**src/rtl/core/plfr_pkg.sv**
```systemverilog
package plfr_pkg;

    localparam int NUM_PROCS           = 256;
    localparam int MAX_FRAMES_PER_PROC = 8;
    localparam int PAGE_BITS           = 16;

    // widths of the external fields
    localparam int PID_IN_W   = 8;
    localparam int PAGE_IN_W  = 16;
    localparam int SLOT_W     = 11;
    localparam int NEXT_W     = 12;
    localparam int FAULT_W    = 32;
    localparam int FRAMES_W   = 4;
    localparam int CFG_DATA_W = 4;
    localparam int CFG_IDX_W  = 1;

    // derived widths; process count is taken as a power of two
    localparam int PID_W  = $clog2(NUM_PROCS);
    localparam int PAGE_W = (PAGE_BITS < PAGE_IN_W) ? PAGE_BITS : PAGE_IN_W;
    localparam int FILL_W = $clog2(MAX_FRAMES_PER_PROC + 1);
    localparam int IDX_W  = (MAX_FRAMES_PER_PROC > 1) ? $clog2(MAX_FRAMES_PER_PROC) : 1;

    // queue between front and back
    localparam int QUEUE_DEPTH = 2;
    localparam int QPTR_W      = $clog2(QUEUE_DEPTH);
    localparam int QCNT_W      = $clog2(QUEUE_DEPTH + 1);

    // register indexes
    localparam logic [CFG_IDX_W-1:0] CFG_FRAMES = 1'b0;
    localparam logic [CFG_IDX_W-1:0] CFG_POLICY = 1'b1;

    localparam logic [FRAMES_W-1:0] FRAMES_RESET = 4'd3;
    localparam logic POLICY_FIFO = 1'b0;
    localparam logic POLICY_LRU  = 1'b1;

    typedef struct packed {
        logic [PID_W-1:0]  pid;
        logic [PAGE_W-1:0] page;
    } ref_t;

    typedef struct packed {
        logic [FRAMES_W-1:0] frames;
        logic                policy;
    } cfg_t;

    typedef struct packed {
        logic [PAGE_W-1:0] page;
        logic [SLOT_W-1:0] slot;
    } entry_t;

    typedef struct packed {
        entry_t [MAX_FRAMES_PER_PROC-1:0] ent;
        logic [FILL_W-1:0]                fill;
    } row_t;

    typedef enum logic {
        ST_READ,
        ST_EXEC
    } back_state_t;

endpackage

```
**src/rtl/core/plfr_front.sv**
```systemverilog
module plfr_front (
    input  logic                               clk,
    input  logic                               rst_n,
    input  logic                               in_valid,
    output logic                               in_ready,
    input  logic [plfr_pkg::PID_IN_W-1:0]      process_id,
    input  logic [plfr_pkg::PAGE_IN_W-1:0]     page_number,
    output logic                               q_valid,
    output plfr_pkg::ref_t                     q_item,
    input  logic                               q_pop
);

    plfr_pkg::ref_t                    queue_reg [plfr_pkg::QUEUE_DEPTH];
    logic [plfr_pkg::QPTR_W-1:0]       wr_ptr_reg;
    logic [plfr_pkg::QPTR_W-1:0]       wr_ptr_next;
    logic [plfr_pkg::QPTR_W-1:0]       rd_ptr_reg;
    logic [plfr_pkg::QPTR_W-1:0]       rd_ptr_next;
    logic [plfr_pkg::QCNT_W-1:0]       count_reg;
    logic [plfr_pkg::QCNT_W-1:0]       count_next;
    plfr_pkg::ref_t                    in_item;
    logic                              push;
    logic                              pop;

    // classify: wrap process id, keep only the compared page bits
    always_comb
    begin
        in_item.pid  = plfr_pkg::PID_W'(process_id);
        in_item.page = page_number[plfr_pkg::PAGE_W-1:0];
    end

    assign in_ready = (count_reg != plfr_pkg::QCNT_W'(plfr_pkg::QUEUE_DEPTH));
    assign push     = in_valid & in_ready;
    assign q_valid  = (count_reg != '0);
    assign pop      = q_pop & q_valid;
    assign q_item   = queue_reg[rd_ptr_reg];

    always_comb
    begin
        wr_ptr_next = wr_ptr_reg;
        rd_ptr_next = rd_ptr_reg;
        count_next  = count_reg;
        if (push)
        begin
            wr_ptr_next = (wr_ptr_reg == plfr_pkg::QPTR_W'(plfr_pkg::QUEUE_DEPTH - 1))
                          ? '0 : wr_ptr_reg + 1'b1;
        end
        if (pop)
        begin
            rd_ptr_next = (rd_ptr_reg == plfr_pkg::QPTR_W'(plfr_pkg::QUEUE_DEPTH - 1))
                          ? '0 : rd_ptr_reg + 1'b1;
        end
        if (push && !pop)
        begin
            count_next = count_reg + 1'b1;
        end
        else if (pop && !push)
        begin
            count_next = count_reg - 1'b1;
        end
    end

    always_ff @(posedge clk or negedge rst_n)
    begin
        if (!rst_n)
        begin
            wr_ptr_reg <= '0;
            rd_ptr_reg <= '0;
            count_reg  <= '0;
        end
        else
        begin
            wr_ptr_reg <= wr_ptr_next;
            rd_ptr_reg <= rd_ptr_next;
            count_reg  <= count_next;
        end
    end

    always_ff @(posedge clk)
    begin
        if (push)
        begin
            queue_reg[wr_ptr_reg] <= in_item;
        end
    end

endmodule

```
**config.mk**
```make
export PLATFORM = sky130hd
export DESIGN_NAME = plfr_front
export DESIGN_NICKNAME = d
export VERILOG_FILES = /design/src/rtl/core/plfr_pkg.sv /design/src/rtl/core/plfr_front.sv
export SDC_FILE = /design/constraint.sdc
export NUM_CORES = 1
export LEC_CHECK = 0
export ABC_AREA = 1
export ABC_CLOCK_PERIOD_IN_PS = 3100
export BUFFER_PORTS_ARGS = -buffer_cell sky130_fd_sc_hd__buf_2
export CORE_ASPECT_RATIO = 0.75
export CORE_MARGIN = 2
export CORE_UTILIZATION = 25
export DETAILED_ROUTE_END_ITERATION = 8
export GPL_ROUTABILITY_DRIVEN = 0
export PLACE_DENSITY = 0.52
export SLEW_MARGIN = 40
export SYNTH_ARGS = -nofsm -noshare
export SYNTH_HDL_FRONTEND = slang
export SYNTH_SLANG_ARGS = --single-unit
```
**constraint.sdc**
```tcl
create_clock -name clk -period 3.1 [get_ports clk]
set_clock_uncertainty 0.2 [all_clocks]
set_input_delay 0 -clock clk [delete_from_list [all_inputs] [get_ports clk]]
set_output_delay 0 -clock clk [all_outputs]
set_load 0.1 [all_outputs]
```
# == Word-level counts from Yosys, hierarchy flattened ==
# Memories as Yosys holds them, arrays and structs flattened.
# Cells that the tools add are included.
# op_classes
addsub,4
multipliers,0
div,0
magnitude_cmp,0
n_eq_ne,1
n_shift,0
mux,6
bitwise,2
reduce_logical,6
# ops
op,count
$mux W1,4
$mux W2,2
$reduce_bool A2 Y1,2
$add A1 B1 Y1 const B,2
$add A2 B1 Y2 const B,1
$and A1 B1 Y1,2
$logic_and A1 B1 Y1,2
$logic_not A1 Y1,2
$ne A2 B2 Y1 const B,1
$sub A2 B1 Y2 const B,1
# totals
ff_bits,4
latch_bits,0
ramBits,48
romBits,0
input_bits,28
output_inout_bits,26
wordCells,23
mem_count,1
# mem_list
memory,depth,width,rd,rd_ports_with_merged_regs,wr,line,source
queue_reg,2,24,1,0,1,plfr_front.sv:13,plfr_pkg::ref_t queue_reg [plfr_pkg::QUEUE_DEPTH];

# == Logic depth before layout (Yosys ltp) ==
# Gate-level depths: netlist (run 1).
# depth
depth_word,6
ltp_mapped,10

# == Worst setup path before layout (run 1) ==
# OpenSTA, ideal clock, no wires.
# synth_path
path_type,register to register
startpoint,reg count_reg[0] in the netlist's numbering
endpoint,"mem queue_reg[0][0] in the netlist's numbering, enable pin"
arrival_ps,1843
setup_slack_ps,652
stages_incl_launch_ff,5
n_path_buf,0
path_cell_list,dfrtp_1 inv_2 nand2_4 nand2_4 nor2_1
# synth_via
elab_chain_len,4
# synth_lines
element,line,source
from (decl),plfr_front.sv:18,logic [plfr_pkg::QCNT_W-1:0] count_reg;
from (signal assigned),plfr_front.sv:74,count_reg <= count_next;
$ne A2 B2 Y1,plfr_front.sv:31,assign in_ready = (count_reg != plfr_pkg::QCNT_W'(plfr_pkg::QUEUE_DEPTH));
net in_ready,plfr_front.sv:5,"output logic in_ready,"
$and A1 B1 Y1,plfr_front.sv:32,assign push = in_valid & in_ready;
$mux W1,plfr_front.sv:80,if (push)
$mux W1 (implied by the code),plfr_front.sv:82,queue_reg[wr_ptr_reg] <= in_item;
to (decl),plfr_front.sv:13,
# The timed path passes the listed nets, and every way through them passes these cells.

==> results of run 1 <==
per-stage QoR:
step	hold WS, ns	setup slack, ns	util (%)	instance area [um2]	cells
2_1_floorplan	-0.4956	0.6519	-	2039	154
3_3_place_gp	-0.3839	1.154	30.20	2391	309
3_5_place_dp	-0.3826	1.299	30.21	2392	309
4_1_cts	0.2067	1.107	35.16	2784	345
5_1_grt	0.2153	1.022	35.16	2784	345
6_report	0.2252	1.139	35.16	2784	345
how the worst max path moves through the flow:
stage               depth (start not counted)                startpoint                        end  slack (ns)
floorplan                                   4  count_reg[0]$_DFFE_PN0P_  queue_reg[0][0]$_DFFE_PP_        0.65
global placement                            3    rd_ptr_reg$_DFFE_PN0P_                  q_item[1]        1.15
detailed placement                          5  count_reg[0]$_DFFE_PN0P_  queue_reg[0][5]$_DFFE_PP_        1.30
CTS                                         4    rd_ptr_reg$_DFFE_PN0P_                 q_item[21]        1.11
global route                                4    rd_ptr_reg$_DFFE_PN0P_                  q_item[2]        1.02
finish                                      4    rd_ptr_reg$_DFFE_PN0P_                 q_item[21]        1.14
logic make-up after synthesis:
family	after synthesis	synth area share [%]
AND/OR/NAND/NOR	87	17.73
adder cells (fa/ha/maj)	1	0.6134
XOR/XNOR	2	1.227
buffers and inverters	12	4.846
flip-flops	52	75.58
cells in the mapped netlist (all sizes together):
cell type  count
nand2         82
ha             1
xor2           1
nor2           2
nand4          1
inv            7
clkbuf         2
buf            3
edfxtp        48
nand3          2
xnor2          1
dfrtp          4
final cells by class:
cell class | count | share of cell area (%)
clock buffer | 5 | 2.472
clock inverter | 3 | 1.528
inverter | 7 | 1.213
multi-input combinational | 90 | 14.52
sequential | 52 | 55.42
tap | 105 | 4.719
timing repair buffer | 83 | 20.13
timing repair:
action / 4_1_cts / 5_1_grt
hold buffers: 28 / 0
buffers inserted: 0 / 0
endpoints found under the hold margin: 61 / 0
worst reg2reg max path: cells and delay by family (launching register included):
family / cells / cell delay [ns]
flops: 1 / 0.40
simple gates: 3 / 0.44
buf+inv: 2 / 0.43
per-layer routing:
layer / GRT usage (%) / wire length (um) / part of all wire [%] / vias up
met5: 0 / 0 / 0 / -
met4: 2.308 / 10 / 0.24 / 0
met3: 3.140 / 262 / 6.3 / 2
met2: 15.97 / 1852 / 45 / 44
met1: 13.13 / 2015 / 49 / 611
li1: - / - / - / 675
==> results_dict.tcl, run 1 <==
set metrics [dict create \
    tightest_slew_ns 0.5311 \
    layout_commonest_cell "nand2_1" \
    whs_endpoint "queue_reg[1][12]$_DFFE_PP_" \
    post-route-drc-count 0 \
    min_path_type "in -> reg" \
    yosysTopAreaCellShare_pct 70.67 \
    fmaxAchievable_ghz 0.5100 \
    syn-instance-count 154 \
    numPortBuffers 53 \
    cp.required_ns 2.90 \
    antenna_found_initial 0 \
    start_util_pct 25.76 \
    rsz0062_at_grt "false" \
    ys_ff_latch 52 \
    fin_crit_ns 1.961 \
    clock-root-buffer "clkbuf_8" \
    maxCapViolCount 0 \
    drt-total-wl_um 4141 \
    cp_slowest_stage_delay_ns 0.62 \
    cp-start-kind "register" \
    crit_path_frequent_cell "nand2_1" \
    path_max_fanout 26 \
    max_slew_margin_pct 64.59 \
    cts_buffer_depth 2 \
    nNetsFinal 268 \
    hold_path_depth 2 \
    final-seq-area_mm2 0.001543 \
    maxSlewViolCount 0 \
    synth_warnings 0 \
    drt-pass1-iter-count 4 \
    clk_latency_ns 0.29 \
    synth-seq-area-share_pct 75.58 \
    cts_resized 0 \
    routedWlPerCell_um 12.00 \
    critPathKind "reg -> out" \
    syn_avg_cell_area_um2 13.24 \
    min_from "page_number[12]" \
    worstPathBufferInverterCount 2 \
    cts.sink_count 52 \
    die_w_um 108.3 \
    grt_overflow 0 \
    diodes 0 \
    synthTopCellsByArea "edfxtp_1, nand2_1, dfrtp_1" \
    rrSetupSlack_ns 1.33 \
    finalHoldViolations 0 \
    ys_types 17 \
    vias_per_cell 3.861 \
    r2r_start "count_reg[0]$_DFFE_PN0P_" \
    placementRows 28 \
    grt_usage_pct 9.894 \
    grt_pass1_vias 1394 \
    ios 54 \
    setup_viol 0 \
    coreArea_mm2 0.007918 \
    multi_input_area_um2 404.1 \
    cp-end-kind "primary output" \
    h-tree-depth 2 \
    dieArea_mm2 0.008904 \
    finalCritPeriodShare_pct 63.25 \
    timing.rr.end "queue_reg[0][21]$_DFFE_PP_" \
    path_clk_slew_ns 0.09 \
    detail_route.iter0.violations 33 \
    slowest_stage "dfrtp_2" \
    ant_nets 0 \
    grt_start_max_net_pins 27 \
    worstPathArrival_ns 1.76 \
    cts_tree "built" \
    largest_reg_flops 48 \
    synth_nets 183 \
    layout_common_cells "nand2_1, buf_2, edfxtp_1" \
    critical_path.top_delay_family "buffers and inverters" \
    areaGrowthSynthToFinish_pct 36.50 \
    cts_buffers 5 \
    grt_pass1_wl_um 6617 \
    vias 1332 \
    path_cells "inv_8, nand2_1, nand2_1, buf_2" \
    r2r_cells 5 \
    setup_tns_ns 0 \
    yosysTopAreaCell "edfxtp_1" \
    die_h_um 82.22 \
    dp_hpwl_um 2695 \
    status "finished clean" \
    n_fill_cell 804 \
    drive_gt1_share_pct 32.08 \
    synth_area_mm2 0.002039 \
]
Power of run 1 is not shown: default switching activity piles up to over one toggle a cycle in this logic, so the estimate is an artifact.
==> run 2, diff against run 1 <==
--- a/config.mk
+++ b/config.mk
@@ -6,14 +6,14 @@
 export NUM_CORES = 1
 export LEC_CHECK = 0
 export ABC_AREA = 1
-export ABC_CLOCK_PERIOD_IN_PS = 3100
+export ABC_CLOCK_PERIOD_IN_PS = 1590
 export BUFFER_PORTS_ARGS = -buffer_cell sky130_fd_sc_hd__buf_2
 export CORE_ASPECT_RATIO = 0.75
 export CORE_MARGIN = 2
 export CORE_UTILIZATION = 25
 export DETAILED_ROUTE_END_ITERATION = 8
 export GPL_ROUTABILITY_DRIVEN = 0
-export PLACE_DENSITY = 0.52
+export PLACE_DENSITY = 0.53
 export SLEW_MARGIN = 40
 export SYNTH_ARGS = -nofsm -noshare
 export SYNTH_HDL_FRONTEND = slang
==> constraint.sdc (replaced) <==
create_clock -name clk -period 1.59 [get_ports clk]
set_clock_uncertainty 0.2 [all_clocks]
set_input_delay 0 -clock clk [delete_from_list [all_inputs] [get_ports clk]]
set_output_delay 0 -clock clk [all_outputs]
set_load 0.1 [all_outputs]
==> run 2 against run 1 <==
  * The flow now finishes with violations (setup timing)
  * Register-to-register slack worse by 1.3 ns
  * Global-route usage is 0.64 points higher
  * Count of clock-buffer cells in the layout is 2 higher
  * Flip-flop and latch count stayed put
  * Routed wire length is 9.5% higher
  * Sequential share of layout area is 11 points lower
  * Setup slack worse by 1.2 ns
  * Critical path depth stayed put
  * Die area stayed put
  * Worst hold slack worse by 0.0019 ns
  * Largest cell class unchanged
==> results_dict.tcl, run 2 (synthesis gave the netlist of run 1 again) <==
set metrics [dict create \
    status "finished, violations left" \
    violations "setup timing" \
    grt_pass1_vias 1484 \
    diodes 0 \
    coreArea_mm2 0.007918 \
    final_util_pct 43.49 \
    layout_common_cells "edfxtp_1, nand2_2, nand2_1" \
    timing.rr.end "queue_reg[1][14]$_DFFE_PP_" \
    final_cell_area_mm2 0.003443 \
    grt_pass1_wl_um 6969 \
    detail_route.iter0.violations 31 \
    fin_crit_ns 1.610 \
    clk_latency_ns 0.30 \
    largest_reg_flops 48 \
    multi_input_area_um2 566.8 \
    h-tree-depth 2 \
    whs_ns 0.2233 \
    die_w_um 108.3 \
    dp_hpwl_um 2964 \
    r2r_start "count_reg[1]$_DFFE_PN0P_" \
    cp-end-kind "primary output" \
    tightest_slew_ns 0.4955 \
    grt_start_max_net_pins 26 \
    routedWlPerCell_um 12.73 \
    vias_per_cell 3.862 \
    whs_endpoint "queue_reg[0][9]$_DFFE_PP_" \
    ios 54 \
    cts_buffers 5 \
    areaGrowthSynthToFinish_pct 68.83 \
    path_clk_slew_ns 0.09 \
    dpl_cell_area_mm2 0.002861 \
    n_fill_cell 776 \
    max_slew_margin_pct 67.19 \
    dieArea_mm2 0.008904 \
    vias 1375 \
    drive_gt1_share_pct 51.39 \
    grt_overflow 0 \
    drt-pass1-iter-count 4 \
    numPortBuffers 53 \
    setup_viol 7 \
    antenna_found_initial 0 \
    worst_slack_ns -0.01982 \
    hold_path_depth 2 \
    worstPathArrival_ns 1.41 \
    maxCapViolCount 0 \
    grt_usage_pct 10.54 \
    clock-root-buffer "clkbuf_8" \
    die_h_um 82.22 \
    finalHoldViolations 0 \
    cts_tree "built" \
    finalCritPeriodShare_pct 101.2 \
    start_util_pct 25.76 \
    r2r_cells 5 \
    cts_buffer_depth 2 \
    rrSetupSlack_ns 0.06 \
    cts.sink_count 52 \
    cp-start-kind "register" \
    ant_nets 0 \
    min_from "page_number[9]" \
    fmaxAchievable_ghz 0.6212 \
    placementRows 28 \
    final-seq-area_mm2 0.001546 \
    cp.required_ns 1.39 \
    layout_commonest_cell "edfxtp_1" \
    min_path_type "in -> reg" \
    drt-total-wl_um 4533 \
    critPathKind "reg -> out" \
    rsz0062_at_grt "true" \
    nNetsFinal 279 \
    path_max_fanout 7 \
    post-route-drc-count 0 \
    maxSlewViolCount 0 \
]
-- run 2: cell types whose count changed in the layout (fill, tap and decap cells not counted), sizes merged --
cell / delta
clkbuf: +3
buf: +8
clkinv: +1
bufinv: -1
-- run 2: repair_timing --
action,CTS,global route
pin swaps,0,24
hold endpoints to repair,55,0
hold buffers,28,0
setup buffers,1,1
gates cloned,0,2
setup endpoints to repair,26,24
gates resized for setup,3,57
-- run 2: area by class of cell --
cell class / count / area share [%]
sequential: 52 / 44.91
timing repair buffer: 92 / 30.63
multi-input combinational: 90 / 16.46
tap: 105 / 3.815
clock buffer: 7 / 2.217
inverter: 7 / 1.126
timing repair inverter: 2 / 0.7267
clock inverter: 1 / 0.1090
-- run 2: worst max path at each step --
stage / start / end / slack, ns / depth (start not counted)
2_1_floorplan: count_reg[0]$_DFFE_PN0P_ / queue_reg[0][0]$_DFFE_PP_ / -0.15 / 4
3_3_place_gp: count_reg[0]$_DFFE_PN0P_ / count_reg[1]$_DFFE_PN0P_ / 0.02 / 9
3_5_place_dp: count_reg[1]$_DFFE_PN0P_ / count_reg[1]$_DFFE_PN0P_ / -0.03 / 8
4_1_cts: rd_ptr_reg$_DFFE_PN0P_ / q_item[18] / 0.003 / 4
5_1_grt: rd_ptr_reg$_DFFE_PN0P_ / q_item[4] / -0.07 / 4
6_report: rd_ptr_reg$_DFFE_PN0P_ / q_item[12] / -0.02 / 4
-- run 2: critical path, stage by stage (launching register included) --
cell and delay (ns):
dfrtp_4 0.60, buf_6 0.18, nand2_1 0.06, nand2_2 0.09, buf_12 0.18
-- run 2: metrics by stage --
stage	setup WS, ns	instances	setup TNS [ns]
2_1_floorplan	-0.1491	154	-6.773
3_3_place_gp	0.02290	316	0
3_5_place_dp	-0.03418	316	-0.03418
4_1_cts	0.003381	353	0
5_1_grt	-0.06872	356	-1.328
6_report	-0.01982	356	-0.09294
-- run 2: routing by layer --
layer	global-route usage, %	share of wire (%)
met1	13.60	48
met2	17.67	47
met3	2.983	4.6
met4	2.692	0.22
met5	0	0
Power of run 2 is left out for the same reason.
==> run 3, diff against run 2 <==
--- a/config.mk
+++ b/config.mk
@@ -6,14 +6,14 @@
 export NUM_CORES = 1
 export LEC_CHECK = 0
 export ABC_AREA = 1
-export ABC_CLOCK_PERIOD_IN_PS = 1590
+export ABC_CLOCK_PERIOD_IN_PS = 2000
 export BUFFER_PORTS_ARGS = -buffer_cell sky130_fd_sc_hd__buf_2
 export CORE_ASPECT_RATIO = 0.75
 export CORE_MARGIN = 2
-export CORE_UTILIZATION = 25
+export CORE_UTILIZATION = 30
 export DETAILED_ROUTE_END_ITERATION = 8
 export GPL_ROUTABILITY_DRIVEN = 0
-export PLACE_DENSITY = 0.53
+export PLACE_DENSITY = 0.58
 export SLEW_MARGIN = 40
 export SYNTH_ARGS = -nofsm -noshare
 export SYNTH_HDL_FRONTEND = slang
==> constraint.sdc (replaced) <==
create_clock -name clk -period 2 [get_ports clk]
set_clock_uncertainty 0.2 [all_clocks]
set_input_delay 0 -clock clk [delete_from_list [all_inputs] [get_ports clk]]
set_output_delay 0 -clock clk [all_outputs]
set_load 0.1 [all_outputs]
==> run 3 against run 2 <==
  * The flow now finishes without violations
  * Via count fell by 1.7%
  * Register-to-register slack improved by 0.34 ns
  * Global-route usage rose by 0.34 points
  * Non-clock buffer count fell by 5
  * Critical path depth did not move
  * Routed wire length fell by 13%
  * Sequential share of layout area rose by 5.2 points
  * First-iteration DRC count fell by 9.7%
  * Cell count fell by 9.0%
  * Flip-flop and latch count did not move
  * Critical path type unchanged
  * Die area fell by 16%
  * Count of clock-buffer cells in the layout fell by 2
==> results_dict.tcl, run 3 (synthesis gave the netlist of run 1 again) <==
set metrics [dict create \
    maxSlewViolCount 0 \
    fmaxAchievable_ghz 0.5797 \
    ios 54 \
    die_h_um 75.41 \
    detail_route.iter0.violations 28 \
    rrSetupSlack_ns 0.40 \
    grt_pass1_vias 1323 \
    die_w_um 99.21 \
    crit_path_frequent_cell "nand2_1" \
    cts.sink_count 52 \
    cts_tree "built" \
    cp.required_ns 1.80 \
    tightest_slew_ns 0.4940 \
    setup_viol 0 \
    placementRows 25 \
    r2r_start "count_reg[0]$_DFFE_PN0P_" \
    largest_reg_flops 48 \
    dieArea_mm2 0.007481 \
    layout_common_cells "nand2_1, edfxtp_1, buf_2" \
    m1WireLength_um 1880 \
    cts_resized 0 \
    cts_buffer_depth 2 \
    post-route-drc-count 0 \
    finalHoldViolations 0 \
    cp_slowest_stage_delay_ns 0.47 \
    layout_commonest_cell "nand2_1" \
    max_slew_margin_pct 67.30 \
    status "finished clean" \
    numPortBuffers 53 \
    start_util_pct 31.65 \
    hold_path_depth 2 \
    routedWlPerCell_um 12.23 \
    dp_hpwl_um 2565 \
    wl_met3_um 229 \
    ant_nets 0 \
    rsz0062_at_grt "false" \
    slowest_stage "dfrtp_1" \
    critPathKind "reg -> out" \
    drt-pass1-iter-count 4 \
    clock-root-buffer "clkbuf_8" \
    highest_layer "met4" \
    whs_endpoint "queue_reg[0][0]$_DFFE_PP_" \
    met2_length_um 1844 \
    whs_ns 0.2278 \
    path_clk_slew_ns 0.08 \
    grt_start_max_net_pins 26 \
    timing.rr.end "count_reg[1]$_DFFE_PN0P_" \
    grt_pass1_wl_um 6230 \
    fin_cells 324 \
    pre_cts_slack_ns 0.4072 \
    clk_latency_ns 0.29 \
    vias_per_cell 4.173 \
    vias 1352 \
    h-tree-depth 2 \
    areaGrowthSynthToFinish_pct 50.92 \
    grt_usage_pct 10.87 \
    nNetsFinal 272 \
    worst_slack_ns 0.2751 \
    fin_crit_ns 1.725 \
    grt_overflow 0 \
    dp_cells 289 \
    finalCritPeriodShare_pct 86.25 \
    path_cells "buf_4, nand2_1, nand2_1, buf_2" \
    min_path_type "in -> reg" \
    path_max_fanout 11 \
    coreArea_mm2 0.006444 \
    min_from "page_number[0]" \
    maxCapViolCount 0 \
    r2r_cells 9 \
    antenna_found_initial 0 \
    worstPathArrival_ns 1.52 \
    setup_tns_ns 0 \
    cp-start-kind "register" \
    diodes 0 \
    drt-total-wl_um 3961 \
    cts_buffers 5 \
    drive_gt1_share_pct 32.10 \
    cp-end-kind "primary output" \
]
[run 3: cell types whose count changed in the layout (fill, tap and decap cells not counted), sizes merged]
cell	change
clkbuf	-3
clkinv	-1
buf	-4
[run 3: worst max-delay path, delay by kind of cell, from the launching register on]
kind,cells,cell delay (ns)
buffers and inverters,2,0.64
and+or+nand+nor,2,0.12
DFF,1,0.47
[run 3: cell type report]
type	instances	area (um2)
Clock buffer	5	68.82
Clock inverter	2	7.507
Fill cell	585	3366
Inverter	7	33.78
Multi-Input combinational cell	90	404.1
Sequential cell	52	1541
Tap cell	81	101.3
Timing Repair Buffer	87	920.9
[run 3: worst max path at each step]
stage	startpoint	endpoint	slack [ns]	cells past startpoint
2_1_floorplan	count_reg[0]$_DFFE_PN0P_	queue_reg[0][0]$_DFFE_PP_	-0.06	4
3_3_place_gp	count_reg[0]$_DFFE_PN0P_	count_reg[1]$_DFFE_PN0P_	0.46	9
3_5_place_dp	count_reg[0]$_DFFE_PN0P_	count_reg[1]$_DFFE_PN0P_	0.41	9
4_1_cts	rd_ptr_reg$_DFFE_PN0P_	q_item[19]	0.25	4
5_1_grt	rd_ptr_reg$_DFFE_PN0P_	q_item[14]	0.20	4
6_report	rd_ptr_reg$_DFFE_PN0P_	q_item[19]	0.28	4
[run 3: routing by layer]
layer / global-route usage, % / vias up
li1: - / 681
met1: 14.17 / 627
met2: 18.47 / 42
met3: 3.211 / 2
met4: 2.283 / 0
met5: 0 / -
[run 3: through the flow]
step / cell area [um2] / utilization, %
floorplan: 2044 / -
global placement: 2721 / 42.23
detailed placement: 2721 / 42.23
CTS: 3078 / 47.77
global route: 3078 / 47.77
finish: 3078 / 47.77
[run 3: what timing repair did]
action,4_1_cts,5_1_grt
hold buffers,28,0
endpoints found under the hold margin,55,0
setup buffers,0,0
Power of run 3 is left out for the same reason.
